**config.mk**
```make
export PLATFORM = sky130hd
export DESIGN_NAME = dmad_ram
export DESIGN_NICKNAME = d
export VERILOG_FILES = /design/src/design/dmad_ram.sv
export SDC_FILE = /design/constraint.sdc
export NUM_CORES = 2
export LEC_CHECK = 0
export BUFFER_PORTS_ARGS = -buffer_cell sky130_fd_sc_hd__buf_2
export CAP_MARGIN = 20
export CORE_UTILIZATION = 50
export DETAILED_ROUTE_END_ITERATION = 10
export PLACE_DENSITY_LB_ADDON = 0.2
export SLEW_MARGIN = 20
export SYNTH_ARGS = -nofsm -noshare
export SYNTH_HDL_FRONTEND = slang
export SYNTH_SLANG_ARGS = --single-unit
```
**constraint.sdc**
```tcl
create_clock -name i_clk -period 5 [get_ports i_clk]
set_input_delay 1 -clock i_clk [delete_from_list [all_inputs] [get_ports i_clk]]
set_output_delay 1 -clock i_clk [all_outputs]
set_load 0.02 [all_outputs]
```
**src/design/dmad_ram.sv**
```systemverilog
// ----------------------------------------------------------------------------
// dmad_ram
// generic single-port-write, single-port-read ram with registered read
// ----------------------------------------------------------------------------
module dmad_ram #(
    parameter int WIDTH = 32,
    parameter int DEPTH = 128
) (
    input  logic                     i_clk,
    input  logic                     i_we,
    input  logic [$clog2(DEPTH)-1:0] i_waddr,
    input  logic [WIDTH-1:0]         i_wdata,
    input  logic [$clog2(DEPTH)-1:0] i_raddr,
    output logic [WIDTH-1:0]         o_rdata
);

    logic [WIDTH-1:0] r_mem [DEPTH];
    logic [WIDTH-1:0] r_rdata;

    always_ff @(posedge i_clk) begin
        if (i_we) begin
            r_mem[i_waddr] <= i_wdata;
        end
        r_rdata <= r_mem[i_raddr];
    end

    assign o_rdata = r_rdata;

endmodule

```
==> results_dict.tcl <==
set metrics [dict create \
    drv_cap 0 \
    die_y_um 561 \
    synth_fp_nets 6038 \
    root_buffer "clkbuf_16" \
    grt_use_met1 0.382 \
    start_util 0.504 \
    grt_pass1_vias 71800 \
    synth_warnings 0 \
    p_per_area_mw_per_mm2 407 \
    period_needed_ns 3.34 \
    synth_commonest_cells "edfxtp_1 (4096), mux4_2 (1344), clkbuf_1 (182)" \
    cts_buffer_depth 4 \
    worst_pin_slew_ns 1.15 \
    synthToLayoutAreaGrowth_pct 14.1 \
    yosys-top-cells-area "edfxtp_1 (79%), mux4_2 (19%), clkbuf_1 (0.44%)" \
    drtIter0Drc 10200 \
    num_rows 204 \
    outcome "complete, no violations" \
    synth_fa_ha_area_frac 0 \
    critical_path_class "in -> reg" \
    antenna_found_initial 65 \
    fin_crit_sh 0.668 \
    worstPathMaxFanout 32 \
    synth.area.mux_share 0.196 \
    fin_skew_ns 0.0575 \
    dr.pass1.iters 7 \
    die-area_sq_mm 0.315 \
    cts-htree-levels 5 \
    cp.arrival_ns 4.17 \
    path_clk_slew_ns 0.07 \
    ir_drop_mv 0.313 \
    hpwl_um 230000 \
    routed_via_density 6.51 \
    synth_ff_type "edfxtp_1" \
    setup_ws_ns 1.66 \
    die_w_um 561 \
    timing.critical_path.from_type "input pin" \
    post_cts_buffers 0 \
    core-area_sq_mm 0.310 \
    p_leak_uw 0.0547 \
    grt_max_degree 116 \
    clk_latency_ns 0.97 \
    wl_per_cell_um 38.1 \
    grt-ovfl-total 0 \
    cts_sinks 4128 \
    synthMostInstantiatedCell "edfxtp_1" \
    netlist-cell-type-count 17 \
    setup_viol 0 \
    ios 80 \
    finalWeightedCongestion 0.829 \
    cts_resized 0 \
    fin_setup_tns_ns 0 \
    yosys.area_share.simple 0.00446 \
    final_nets 6524 \
    met3_usage 0.0614 \
    synth_compound_area_frac 0 \
    netlist_instances 5990 \
    hold_buffers 0 \
    grt_use_total 0.267 \
    ys_seq_area_frac 0.791 \
    rsz0062_at_grt "no" \
    hold_class "in -> reg" \
    synth_edf_count 4096 \
    hold_viol_final 0 \
    pre_cts_slack_ns 0.652 \
    synth_top_family_by_area "multiplexers" \
    fmax_mhz 299 \
    grt_pass1_wl_um 575000 \
    cts_tree "yes" \
    dpl_cell_area_sq_mm 0.165 \
    fin_util 0.576 \
    grt_most_used_layer "met2" \
    p_total_uw 72600 \
    critPathRequiredTime_ns 5.83 \
    yosysTopAreaCellShare 0.787 \
    drv_slew 0 \
    cts_buffers 407 \
    gr-usage-met2 0.420 \
    worstSetupEndpointType "flop" \
    avgSynthCellArea_sq_um 26.1 \
    ant_nets 0 \
    port_buffers 79 \
    wl_um 419000 \
    synth_top_cell_by_area "edfxtp_1" \
    synthXorXnorAreaFrac 0 \
    synthesis.area_sq_mm 0.156 \
    synth-seq-cells 4128 \
    async_flop_share 0 \
    slew_headroom 0.231 \
    vias 71600 \
    drc_errors 0 \
    drive_gt1_frac 0.365 \
    final_area_sq_mm 0.178 \
]
worst max-delay path: stages:
cell	delay (ns)
buf_12	0.29
buf_4	0.65
mux4_2	0.60
mux4_2	0.50
mux4_2	0.66
mux2_2	0.32
worst paths after layout:
path / start / endpoint / slack [ns] / cells after the start
hold reg to reg: r_mem[31][19] / o_rdata[19] / 1.14 / 4
setup / recovery: i_raddr[0] / o_rdata[14] / 1.66 / 6
setup reg to reg: r_mem[87][10] / o_rdata[10] / 2.39 / 4
hold / removal: i_wdata[12] / r_mem[94][12] / 0.48 / 1
layout make-up:
cell class	instances	area, sq um
Antenna cell	74	185
Clock buffer	486	10600
Clock inverter	251	2600
Fill cell	21900	131000
Multi-Input combinational cell	1546	32300
Sequential cell	4128	124000
Tap cell	4120	5150
Timing Repair Buffer	393	3920
where the power goes:
part           internal, uW  leakage, uW  switching [uW]
Combinational          1450       0.0111            2370
Sequential            38200       0.0371             230
Clock                 17400      0.00642           13000
cell families (layout without fill, tap and decap cells):
group / count (synthesis) / in the layout
multiplexers: 1376 / 1376
AND/OR/NAND/NOR: 170 / 170
other: 0 / 74
buffers and inverters: 316 / 1130
flip-flops: 4128 / 4128
flip-flops by register name, summed over array words and instances (netlist names):
| name | cells |
|---|---|
| r_mem | 4096 |
| o_rdata | 32 |
per-stage QoR:
stage,hold slack (ns),cells
2_1_floorplan,1.07,5990
3_3_place_gp,1.12,10200
3_5_place_dp,1.12,10200
4_1_cts,0.419,10900
5_1_grt,0.465,11000
6_report,0.479,11000
cells in the final DEF (no fill, tap or decap), drive strengths merged:
master / count
nor2b: 7
nor3: 9
inv: 11
nand4: 3
clkinv: 180
buf: 393
clkbuf: 486
or3: 1
nand2: 14
edfxtp: 4096
nor2: 122
dfxtp: 32
nand3: 12
nand2b: 2
mux4: 1344
diode: 74
clkinvlp: 17
mux2: 32
bufinv: 43
routing by layer:
metal | vias up | part of all wire
met3 | 507 | 0.11
met1 | 39700 | 0.39
met2 | 3908 | 0.48
met5 | - | 0.00032
li1 | 27500 | -
met4 | 20 | 0.027
No activity file was read; power rests on OpenSTA's default activity.
