`config.mk`:
```
export PLATFORM = sky130hd
export DESIGN_NAME = dmad_scale
export DESIGN_NICKNAME = d
export VERILOG_FILES = /design/src/design/dmad_pkg.sv /design/src/design/dmad_scale.sv
export SDC_FILE = /design/constraint.sdc
export NUM_CORES = 1
export LEC_CHECK = 0
export BUFFER_PORTS_ARGS = -buffer_cell sky130_fd_sc_hd__clkbuf_2
export CAP_MARGIN = 20
export CORE_UTILIZATION = 39
export CTS_CLUSTER_DIAMETER = 80
export DETAILED_ROUTE_END_ITERATION = 12
export GPL_TIMING_DRIVEN = 0
export HOLD_SLACK_MARGIN = 0.12
export MAX_ROUTING_LAYER = met4
export PLACE_DENSITY = 0.73
export SETUP_SLACK_MARGIN = 0.15
export SKIP_CTS_REPAIR_TIMING = 1
export SLEW_MARGIN = 20
export SYNTH_ARGS = -nofsm -noshare
export SYNTH_HDL_FRONTEND = slang
export SYNTH_SLANG_ARGS = --single-unit
```
`constraint.sdc`:
```
create_clock -name i_clk -period 1.3 [get_ports i_clk]
set_clock_uncertainty 0.2 [all_clocks]
set_input_delay 0.13 -clock i_clk [delete_from_list [all_inputs] [get_ports i_clk]]
set_output_delay 0.13 -clock i_clk [all_outputs]
set_load 0.02 [all_outputs]
```
`src/design/dmad_pkg.sv`:
```
// ----------------------------------------------------------------------------
// dmad_pkg
// shared constants and types of the dual moving average decimator
// ----------------------------------------------------------------------------
package dmad_pkg;

    localparam int DATA_W         = 16;
    localparam int DSN_W          = 32;
    localparam int DEC_W          = 8;
    localparam int WINDOW_DEFAULT = 128;
    localparam int FIFO_DEPTH     = 8;

    localparam logic [DEC_W-1:0] DEC_RESET = 8'd6;

    // configuration port
    localparam int APB_ADDR_W = 3;
    localparam int APB_DATA_W = 32;
    localparam int REG_IDX_W  = APB_ADDR_W - 2;

    typedef enum logic [REG_IDX_W-1:0] {
        REG_DECIMATION = 1'b0,
        REG_UNUSED     = 1'b1
    } t_reg_idx;

    typedef struct packed {
        logic [DATA_W-1:0] red_average;
        logic [DATA_W-1:0] ir_average;
        logic [DSN_W-1:0]  dataset_number;
    } t_result;

endpackage

```
`src/design/dmad_scale.sv`:
```
// ----------------------------------------------------------------------------
// dmad_scale
// rounded division of a window sum by the window length
// ----------------------------------------------------------------------------
module dmad_scale #(
    parameter int WINDOW = dmad_pkg::WINDOW_DEFAULT
) (
    input  logic                                          i_clk,
    input  logic                                          i_en,
    input  logic [dmad_pkg::DATA_W+$clog2(WINDOW)-1:0]    i_sum,
    output logic [dmad_pkg::DATA_W-1:0]                   o_mean
);
    import dmad_pkg::*;

    // exact reciprocal: x < 2^NUM_W, shift NUM_W + LOG_W, multiplier rounded up
    localparam int LOG_W  = $clog2(WINDOW);
    localparam int NUM_W  = DATA_W + LOG_W;
    localparam int SHIFT  = NUM_W + LOG_W;
    localparam int MULT_W = NUM_W + 1;
    localparam int PROD_W = NUM_W + MULT_W;
    localparam logic [63:0] MULT_WIDE = ((64'd1 << SHIFT) + 64'(WINDOW) - 64'd1)
                                        / 64'(WINDOW);
    localparam logic [MULT_W-1:0] MULT = MULT_WIDE[MULT_W-1:0];
    localparam logic [NUM_W-1:0]  HALF = NUM_W'(WINDOW / 2);

    logic [NUM_W-1:0]  num;
    logic [PROD_W-1:0] r_prod;

    // sum + window/2 stays below window * 2^16
    assign num = i_sum + HALF;

    always_ff @(posedge i_clk) begin
        if (i_en) begin
            r_prod <= PROD_W'(num) * PROD_W'(MULT);
        end
    end

    assign o_mean = r_prod[SHIFT +: DATA_W];

endmodule

```
==> flow_metrics.env <==
export IMPL_status="finished, violations left"
export IMPL_violations="hold timing"
export IMPL_placement_io_buffers=34
export IMPL_critical_path_required_ps=970
export IMPL_post_dp_cell_area_um2=1055
export IMPL_internal_power_uw=836.7
export IMPL_fp_dieH_um=47.63
export IMPL_start_util_pct=41.39
export IMPL_switching_share_pct=26.80
export IMPL_clock_sink_count=16
export IMPL_cts_htree_levels=1
export IMPL_netSwitchingPower_uw=306.3
export IMPL_rsz0062_at_grt="yes"
export IMPL_yosysSeqAreaShare_pct=59.17
export IMPL_finalWorstSetupSlack_ps=125.6
export IMPL_power_frac_clock_pct=21.6
export IMPL_total_negative_slack_for_setup_checks_ps=0
export IMPL_tritoncts="done"
export IMPL_synth_top_flop_cell="edfxtp_1"
export IMPL_most_frequent_cell_after_synthesis="edfxtp_1"
export IMPL_worst_slew_pin_transition_ps=392.7
export IMPL_crit_path_end_kind="output pin"
export IMPL_critical_path_peak_fanout=1
export IMPL_hold_slack_ps=-4.881
export IMPL_path_buf_inv=1
export IMPL_syn_cell_area_um2=812.0
export IMPL_setup_violations=0
export IMPL_complex_gate_fraction_of_the_synthesized_area_pct=0
export IMPL_final_seq_area_um2=480.5
export IMPL_critPathSlowestCell="edfxtp_1"
export IMPL_synth_seq_cells=16
export IMPL_final_gp_congestion=0.7546
export IMPL_syn_instance_count=59
export IMPL_ws_path_type="flop to output pin"
export IMPL_placeableCoreArea_um2=1962
export IMPL_grt_start_max_net_pins=17
export IMPL_average_cell_area_after_synthesis_um2=13.76
export IMPL_grtUsageTotal_pct=11.61
export IMPL_synthSimpleGateAreaFrac_pct=21.73
export IMPL_leakagePower_uw=0.0005000
export IMPL_grt_first_pass_wirelength_mm=1.780
export IMPL_power_density_cell_area_nw_per_um2=941.8
export IMPL_layout_cell_area_non_filler_um2=1214
export IMPL_clock_root_buffer="clkbuf_4"
export IMPL_cp_endpoint="o_mean[12]"
export IMPL_post_dp_hpwl_mm=1.052
export IMPL_pre_cts_ws_ps=-223.8
export IMPL_async_reset_ff_share_pct=0
export IMPL_num_vias=635
export IMPL_layout_top_registers="r_prod x16"
export IMPL_maximum_buffer_depth_of_the_clock_tree=2
export IMPL_dr_first_iter_drc_count=18
export IMPL_worstPathCellList="clkbuf_2"
export IMPL_largest_register="r_prod"
export IMPL_std_cell_rows=16
export IMPL_cts_reportedPaths_clkPinSlew_ps=90
export IMPL_pwr_share_seq_pct=55.7
export IMPL_number_of_violations_of_the_max_capacitance_limit=0
export IMPL_global_route_overflow_total=0
export IMPL_flow_area_growth_from_synthesis_pct=49.46
export IMPL_number_of_antenna_violations_at_the_first_check_in_global_routing=0
export IMPL_netlist_top_cells_area="edfxtp_1 59%, xor2_1 12%, nor4_2 4.6%, xnor2_1 4.3%, nand3_1 3.1%"
export IMPL_antennaDiodeCount=0
export IMPL_fmax_ghz=0.8515
export IMPL_fin_nets=129
export IMPL_timing_final_hold_violations=1
export IMPL_wl_per_cell_um=13.51
export IMPL_post_synth_mux_area_share_pct=0
export IMPL_synth_top_family_by_area="simple AND/OR/NAND/NOR gates"
export IMPL_yosysWarnings=0
export IMPL_power_share_combinational_pct=22.7
export IMPL_fraction_of_post_synthesis_cell_area_in_the_top_cell_type_by_area_pct=59.17
export IMPL_n_fill_cell=154
export IMPL_design_die_area_um2=2269
export IMPL_mappedNetlistNets=85
export IMPL_synth_adder_area_share_pct=1.541
export IMPL_ir_drop_mv=0.5335
export IMPL_layout_min_cycle_time_ps=1174
export IMPL_area_share_of_xor_xnor_cells_in_the_synthesized_design_pct=16.18
export IMPL_synth_cell_types=14
export IMPL_worst_path_stages=1
export IMPL_avgViaCountPerCell=4.961
export IMPL_critPathLaunchType="flop"
export IMPL_post_route_drc_count=0
export IMPL_hold_path_class="primary input to flop"
export IMPL_detail_route_wirelength_mm=1.729
export IMPL_arr_time_crit_path_ps=840
export IMPL_die_w_um=47.63
export IMPL_grt_pass1_vias=461
export IMPL_placed_cells_incl_taps=120
export IMPL_cpPeakStageDelay_ps=390
export IMPL_largest_reg_flops=16
export IMPL_min_period_over_period_pct=90.34
export IMPL_slew_viol_final=0
export IMPL_post_route_cells_drive_above_1_share_pct=49.50
export IMPL_ant_nets=0
export IMPL_cts_made_buffers=3
export IMPL_drt_pre_antenna_iters=4
export IMPL_worstSetupStartpoint="r_prod[42]"
export IMPL_synth_edff_count=16
export IMPL_io_pins=41
export IMPL_synth_common_cells="16 x edfxtp_1, 11 x xor2_1, 5 x nand3_1"
export IMPL_timing_critical_path_max_delay_family="flip-flops"
export IMPL_multiInputGateArea_um2=389.1
export IMPL_finalNonFillerCells=128
export IMPL_hold_path_cell_count=2
export IMPL_synth_top_cell_by_area="edfxtp_1"
export IMPL_slew_headroom_pct=73.82
## metrics by stage
| stage | total power [uW] | util, % | hold slack (ps) |
|---|---|---|---|
| 3_3_place_gp | 844.3 | 53.76 | 247.5 |
| 5_1_grt | 1182 | 61.86 | 3.633 |
| 2_1_floorplan | 744.3 | - | 42.50 |
| 6_report | 1143 | 61.86 | -4.881 |
| 4_1_cts | 1080 | 54.91 | -42.79 |
| 3_5_place_dp | 848.1 | 53.76 | 246.9 |
## layer usage
metal | vias up | global-route usage [%] | share of wire (%)
met2 | 20 | 18.90 | 53
met4 | 0 | 3.333 | 1.2
met5 | - | - | 0
li1 | 306 | - | -
met1 | 307 | 14.69 | 41
met3 | 2 | 2.264 | 4.3
## power groups by stage
stage / clock network, uW / registers, uW / logic, uW
floorplan: 0 / 699 / 45.3
global placement: 0 / 639 / 205
detailed placement: 0 / 641 / 207
CTS: 244 / 629 / 207
global route: 264 / 641 / 277
finish: 247 / 637 / 259
## worst min-delay path by stage
stage,startpoint,to
finish,i_sum[20],r_prod[43]
global route,i_sum[20],r_prod[43]
CTS,i_sum[22],r_prod[45]
detailed placement,i_sum[22],r_prod[45]
global placement,i_sum[22],r_prod[45]
floorplan,i_en,r_prod[30]
## cells by family (layout without fill, tap and decap cells)
kind of cell | count (synthesis) | in the layout
simple gates | 24 | 25
buf+inv | 3 | 44
fa+ha+maj | 1 | 1
xor+xnor | 15 | 15
flops | 16 | 16
## area by class of cell
| type | count | area share (%) |
|---|---|---|
| inverter | 3 | 0.9278 |
| sequential | 16 | 39.59 |
| multi-input combinational | 41 | 32.06 |
| clock buffer | 3 | 1.856 |
| tap | 27 | 2.784 |
| timing repair buffer | 38 | 22.78 |
## placed cells by master, fill, tap and decap left out
| cell | count |
|---|---|
| nand3_4 | 1 |
| buf_6 | 11 |
| buf_2 | 3 |
| inv_1 | 3 |
| nand4_2 | 1 |
| nand2_1 | 3 |
| nor4_4 | 3 |
| buf_4 | 1 |
| clkbuf_2 | 20 |
| ha_2 | 1 |
| nor3_1 | 1 |
| xor2_1 | 11 |
| nor2_1 | 4 |
| clkbuf_4 | 3 |
| nor3_2 | 3 |
| dlygate4sd3_1 | 3 |
| nand3_1 | 4 |
| nand4_1 | 2 |
| xnor2_1 | 4 |
| edfxtp_1 | 16 |
| nand4_4 | 2 |
| nor4_2 | 1 |
No activity file was read; power rests on OpenSTA's default activity.
