==> src/design/dmad_pkg.sv <==
// ----------------------------------------------------------------------------
// dmad_pkg
// shared constants and types of the dual moving average decimator
// ----------------------------------------------------------------------------
package dmad_pkg;

    localparam int DATA_W         = 16;
    localparam int DSN_W          = 32;
    localparam int DEC_W          = 8;
    localparam int WINDOW_DEFAULT = 128;
    localparam int FIFO_DEPTH     = 8;

    localparam logic [DEC_W-1:0] DEC_RESET = 8'd6;

    // configuration port
    localparam int APB_ADDR_W = 3;
    localparam int APB_DATA_W = 32;
    localparam int REG_IDX_W  = APB_ADDR_W - 2;

    typedef enum logic [REG_IDX_W-1:0] {
        REG_DECIMATION = 1'b0,
        REG_UNUSED     = 1'b1
    } t_reg_idx;

    typedef struct packed {
        logic [DATA_W-1:0] red_average;
        logic [DATA_W-1:0] ir_average;
        logic [DSN_W-1:0]  dataset_number;
    } t_result;

endpackage

==> src/design/dmad_fifo.sv <==
// ----------------------------------------------------------------------------
// dmad_fifo
// small result queue in front of the output channel
// ----------------------------------------------------------------------------
module dmad_fifo #(
    parameter int DEPTH = dmad_pkg::FIFO_DEPTH
) (
    input  logic                         i_clk,
    input  logic                         i_rst_n,
    input  logic                         i_push,
    input  dmad_pkg::t_result            i_data,
    input  logic                         i_pop,
    output dmad_pkg::t_result            o_data,
    output logic [$clog2(DEPTH+1)-1:0]   o_count
);
    import dmad_pkg::*;

    localparam int AW = $clog2(DEPTH);
    localparam int CW = $clog2(DEPTH + 1);

    t_result         r_mem [DEPTH];
    logic [AW-1:0]   r_wr_ptr, n_wr_ptr;
    logic [AW-1:0]   r_rd_ptr, n_rd_ptr;
    logic [CW-1:0]   r_count, n_count;

    function automatic logic [AW-1:0] ptr_inc(input logic [AW-1:0] ptr);
        logic [AW-1:0] res;
        if (ptr == AW'(DEPTH - 1)) begin
            res = '0;
        end else begin
            res = ptr + 1'b1;
        end
        return res;
    endfunction

    always_comb begin
        n_wr_ptr = i_push ? ptr_inc(r_wr_ptr) : r_wr_ptr;
        n_rd_ptr = i_pop  ? ptr_inc(r_rd_ptr) : r_rd_ptr;
        n_count  = r_count;
        if (i_push && !i_pop) begin
            n_count = r_count + 1'b1;
        end else if (!i_push && i_pop) begin
            n_count = r_count - 1'b1;
        end
    end

    always_ff @(posedge i_clk) begin
        if (!i_rst_n) begin
            r_wr_ptr <= '0;
            r_rd_ptr <= '0;
            r_count  <= '0;
        end else begin
            r_wr_ptr <= n_wr_ptr;
            r_rd_ptr <= n_rd_ptr;
            r_count  <= n_count;
        end
    end

    always_ff @(posedge i_clk) begin
        if (i_push) begin
            r_mem[r_wr_ptr] <= i_data;
        end
    end

    assign o_data  = r_mem[r_rd_ptr];
    assign o_count = r_count;

endmodule

==> config.mk <==
export PLATFORM = sky130hd
export DESIGN_NAME = dmad_fifo
export DESIGN_NICKNAME = d
export VERILOG_FILES = /design/src/design/dmad_pkg.sv /design/src/design/dmad_fifo.sv
export SDC_FILE = /design/constraint.sdc
export NUM_CORES = 1
export LEC_CHECK = 0
export CAP_MARGIN = 20
export CORE_MARGIN = 2
export CORE_UTILIZATION = 57
export CTS_CLUSTER_SIZE = 16
export DETAILED_ROUTE_END_ITERATION = 8
export DONT_BUFFER_PORTS = 1
export MAX_ROUTING_LAYER = met4
export PLACE_DENSITY_LB_ADDON = 0.2
export SYNTH_ARGS = -nofsm -noshare
export SYNTH_HDL_FRONTEND = slang
export SYNTH_SLANG_ARGS = --single-unit
==> constraint.sdc <==
create_clock -name i_clk -period 6.8 [get_ports i_clk]
set_input_delay 2.04 -clock i_clk [delete_from_list [all_inputs] [get_ports i_clk]]
set_output_delay 2.04 -clock i_clk [all_outputs]
set_load 0.02 [all_outputs]
==> metrics.txt <==
# TYPE chip_impl_metric gauge
chip_impl_info{name="run_status",value="complete, no violations"} 1
chip_impl_metric{name="cts-htree-levels",unit=""} 2
chip_impl_metric{name="route.detailed.vias_per_inst",unit=""} 6.22
chip_impl_metric{name="postRouteWirelength",unit="um"} 37300
chip_impl_metric{name="maxSlewViolCount",unit=""} 0
chip_impl_metric{name="syn_area_per_cell",unit="um^2"} 24.5
chip_impl_metric{name="via_count_of_the_first_global_routing_pass",unit=""} 8965
chip_impl_metric{name="grt_usage",unit="%"} 21.8
chip_impl_info{name="tritoncts",value="yes"} 1
chip_impl_metric{name="maxCapViolations",unit=""} 0
chip_impl_metric{name="nets",unit=""} 918
chip_impl_metric{name="layout_min_cycle_time",unit="ns"} 5.12
chip_impl_metric{name="post-place-cells",unit=""} 1243
chip_impl_metric{name="setup_viol",unit=""} 0
chip_impl_info{name="grt_setup_unrepaired",value="false"} 1
chip_impl_info{name="worstSetupPathType",value="reg2out"} 1
chip_impl_metric{name="drtPass1Iterations",unit=""} 5
chip_impl_metric{name="fp.dieArea",unit="um^2"} 36300
chip_impl_metric{name="irDropWorstVdd",unit="V"} 0.000197
chip_impl_metric{name="timing.max_slew.rel_slack",unit="%"} 28.4
chip_impl_metric{name="final_cell_count_without_fillers",unit=""} 1334
chip_impl_metric{name="worstPathRequired",unit="ns"} 4.76
chip_impl_metric{name="clkLatencyLatePin",unit="ns"} 0.57
chip_impl_metric{name="grt_start_max_net_pins",unit=""} 76
chip_impl_metric{name="synth_seq_area_share",unit="%"} 78.7
chip_impl_metric{name="die_h",unit="um"} 191
chip_impl_metric{name="initial_antenna_violation_count",unit=""} 0
chip_impl_info{name="min-delay-path-class",value="reg2reg"} 1
chip_impl_metric{name="gr-total-overflow",unit=""} 0
chip_impl_metric{name="finClkSkew",unit="ns"} 0.0148
chip_impl_metric{name="avgRoutedWirePerCell",unit="um"} 28.0
chip_impl_metric{name="routed-via-count",unit=""} 8292
chip_impl_metric{name="postCtsResizedCells",unit=""} 0
chip_impl_metric{name="final_antenna_net_count",unit=""} 0
chip_impl_metric{name="drc",unit=""} 0
chip_impl_metric{name="worst-path-max-fanout",unit=""} 38
chip_impl_metric{name="floorplan.initialDensity",unit="%"} 57.6
chip_impl_metric{name="maxClockFrequency",unit="GHz"} 0.195
chip_impl_metric{name="syn_nets",unit=""} 887
chip_impl_metric{name="cts.path.max_buffers",unit=""} 3
chip_impl_metric{name="worst_slew_pin_slew",unit="ns"} 1.07
chip_impl_metric{name="clkSlewWorstSetupHoldPaths",unit="ns"} 0.06
chip_impl_info{name="timing.critical_path.to_type",value="output port"} 1
chip_impl_metric{name="io_buffers",unit=""} 0
chip_impl_metric{name="dp_hpwl",unit="um"} 19900
chip_impl_info{name="root_buffer",value="clkbuf_16"} 1
chip_impl_metric{name="cts_post_setup_buffers_inserted",unit=""} 0
chip_impl_metric{name="worst_slack",unit="ns"} 1.68
chip_impl_metric{name="syn_inst",unit=""} 811
chip_impl_metric{name="power_per_unit_of_standard_cell_area",unit="nW/um^2"} 302
chip_impl_metric{name="dp_slack",unit="ns"} 2.18
chip_impl_metric{name="rows",unit=""} 68
chip_impl_metric{name="first_iter_violations",unit=""} 542
chip_impl_metric{name="leakage_power",unit="nW"} 6.72
chip_impl_metric{name="wire_length_of_the_first_global_routing_pass",unit="um"} 55600
chip_impl_info{name="timing.critical_path.from_type",value="flip-flop"} 1
chip_impl_metric{name="cts-hold-fix-buffers",unit=""} 0
chip_impl_metric{name="postSynthRegisterBits",unit=""} 525
chip_impl_metric{name="synthToLayoutAreaGrowth",unit="%"} 11.1
chip_impl_metric{name="post_route_cells_drive_above_1_share",unit="%"} 32.4
chip_impl_metric{name="syn_area",unit="um^2"} 19900
chip_impl_metric{name="setup_tns",unit="ns"} 0
chip_impl_metric{name="cp_data_arrival_time",unit="ns"} 3.08
chip_impl_metric{name="p_total",unit="mW"} 6.65
chip_impl_metric{name="post-route-period-util",unit="%"} 75.4
chip_impl_metric{name="yosysUniqueCellTypes",unit=""} 26
chip_impl_metric{name="gpl.final_weighted_congestion",unit=""} 0.716
chip_impl_metric{name="design.portCount",unit=""} 136
chip_impl_metric{name="core_area",unit="um^2"} 34500
chip_impl_metric{name="cts_sinks",unit=""} 525
chip_impl_metric{name="antenna-diode-count",unit=""} 0
chip_impl_metric{name="cts_buffer_count",unit=""} 51
chip_impl_metric{name="die_x",unit="um"} 191
chip_impl_metric{name="fillCellCount",unit=""} 2200
chip_impl_metric{name="ys_warn_count",unit=""} 0
chip_impl_metric{name="hold_violations",unit=""} 0
layout by cell type, fill, tap and decap left out:
master / Yosys / final
edfxtp_1: 512 / 512
clkinvlp_4: 0 / 1
buf_12: 0 / 8
and2_1: 4 / 4
ha_1: 7 / 7
nor3_4: 0 / 2
xnor2_1: 2 / 2
clkinv_2: 0 / 8
mux4_2: 128 / 128
buf_16: 0 / 2
inv_1: 3 / 3
clkbuf_16: 0 / 51
nand2b_1: 4 / 4
clkbuf_1: 11 / 9
nor2_1: 8 / 2
fa_1: 1 / 1
bufinv_16: 0 / 3
a21oi_1: 3 / 3
clkinv_1: 0 / 14
inv_6: 0 / 3
mux2_2: 64 / 64
a211oi_1: 1 / 1
o21ai_0: 2 / 2
a31oi_1: 1 / 1
nor2b_1: 5 / 5
nand3_1: 1 / 1
o22ai_1: 1 / 1
nand2_1: 7 / 7
buf_4: 3 / 5
dfxtp_4: 0 / 3
mux2i_1: 4 / 4
dfxtp_1: 13 / 10
nor2_4: 0 / 6
nor3_1: 3 / 1
clkinv_4: 0 / 1
cells by family after synthesis:
| kind of cell | count (synthesis) | share of synthesized area, % |
|---|---|---|
| adders and majority gates | 8 | 0.542 |
| AOI/OAI and AO/OA | 8 | 0.227 |
| buffers and inverters | 40 | 1.25 |
| DFF | 525 | 78.7 |
| muxes | 196 | 18.4 |
| and+or+nand+nor | 32 | 0.794 |
| xor gates and xnor gates | 2 | 0.0882 |
worst max-delay path, cell delays in order (launching register included):
cell and delay (ns):
dfxtp_4 0.83, buf_4 0.66, mux4_2 0.59, mux2_2 0.34
registers in the layout (all words and copies together), names as in the netlist, named ones only:
name / cells
r_rd_ptr: 3
o_count: 4
r_wr_ptr: 3
r_mem: 512
worst paths after layout:
check              startpoint      endpoint  slack [ns]  depth (start not counted)
hold reg to reg   r_rd_ptr[2]     flip-flop        0.56                          2
hold / removal    r_rd_ptr[2]     flip-flop        0.56                          2
setup / recovery    flip-flop    o_data[35]        1.68                          3
setup reg to reg  r_wr_ptr[2]  r_mem[6][29]        4.42                          3
stage by stage:
| stage | area [um^2] | util (%) | hold slack, ns |
|---|---|---|---|
| 6_report | 22100 | 64.0 | 0.557 |
| 5_1_grt | 22100 | 64.0 | 0.581 |
| 4_1_cts | 22000 | 63.9 | 0.551 |
| 2_1_floorplan | 19900 | - | 0.513 |
| 3_3_place_gp | 20500 | 59.4 | 0.520 |
| 3_5_place_dp | 20500 | 59.5 | 0.545 |
layout make-up:
class                      count  area (um^2)  area share (%)
clock buffer                  60         1310            5.94
clock inverter                30          225            1.02
inverter                       3         11.3          0.0511
multi-input combinational    246         4040            18.3
sequential                   525        15600            70.9
tap                          455          569            2.58
timing repair buffer          15          253            1.15
report_power, final:
group          total (mW)  internal (mW)  switching, mW  leakage [nW]
Clock                2.60           1.48           1.11         0.753
Sequential           3.67           3.63         0.0414          4.76
Combinational       0.389          0.173          0.216          1.21
Yosys cell counts:
| library cell | instances | area share (%) |
|---|---|---|
| edfxtp_1 | 512 | 77 |
| mux4_2 | 128 | 15 |
| mux2_2 | 64 | 3.6 |
| dfxtp_1 | 13 | 1.3 |
| buf_6 | 11 | 0.62 |
| clkbuf_1 | 11 | 0.21 |
| buf_1 | 9 | 0.17 |
| nor2_1 | 8 | 0.15 |
| ha_1 | 7 | 0.44 |
| nand2_1 | 7 | 0.13 |
| nor2b_1 | 5 | 0.16 |
| and2_1 | 4 | 0.13 |
| mux2i_1 | 4 | 0.20 |
| nand2b_1 | 4 | 0.13 |
| a21oi_1 | 3 | 0.076 |
| buf_2 | 3 | 0.076 |
| buf_4 | 3 | 0.11 |
| inv_1 | 3 | 0.057 |
| nor3_1 | 3 | 0.076 |
| o21ai_0 | 2 | 0.050 |
| xnor2_1 | 2 | 0.088 |
| a211oi_1 | 1 | 0.038 |
| a31oi_1 | 1 | 0.032 |
| fa_1 | 1 | 0.10 |
| nand3_1 | 1 | 0.025 |
| o22ai_1 | 1 | 0.032 |
per-layer routing:
layer	wire length [um]	GRT usage [%]	up-vias
li1	-	-	3514
met1	14600	27.0	4457
met2	19400	35.9	271
met3	2650	5.85	50
met4	669	6.14	0
met5	0	-	-
Note: power is estimated with default switching activity, not from simulation.
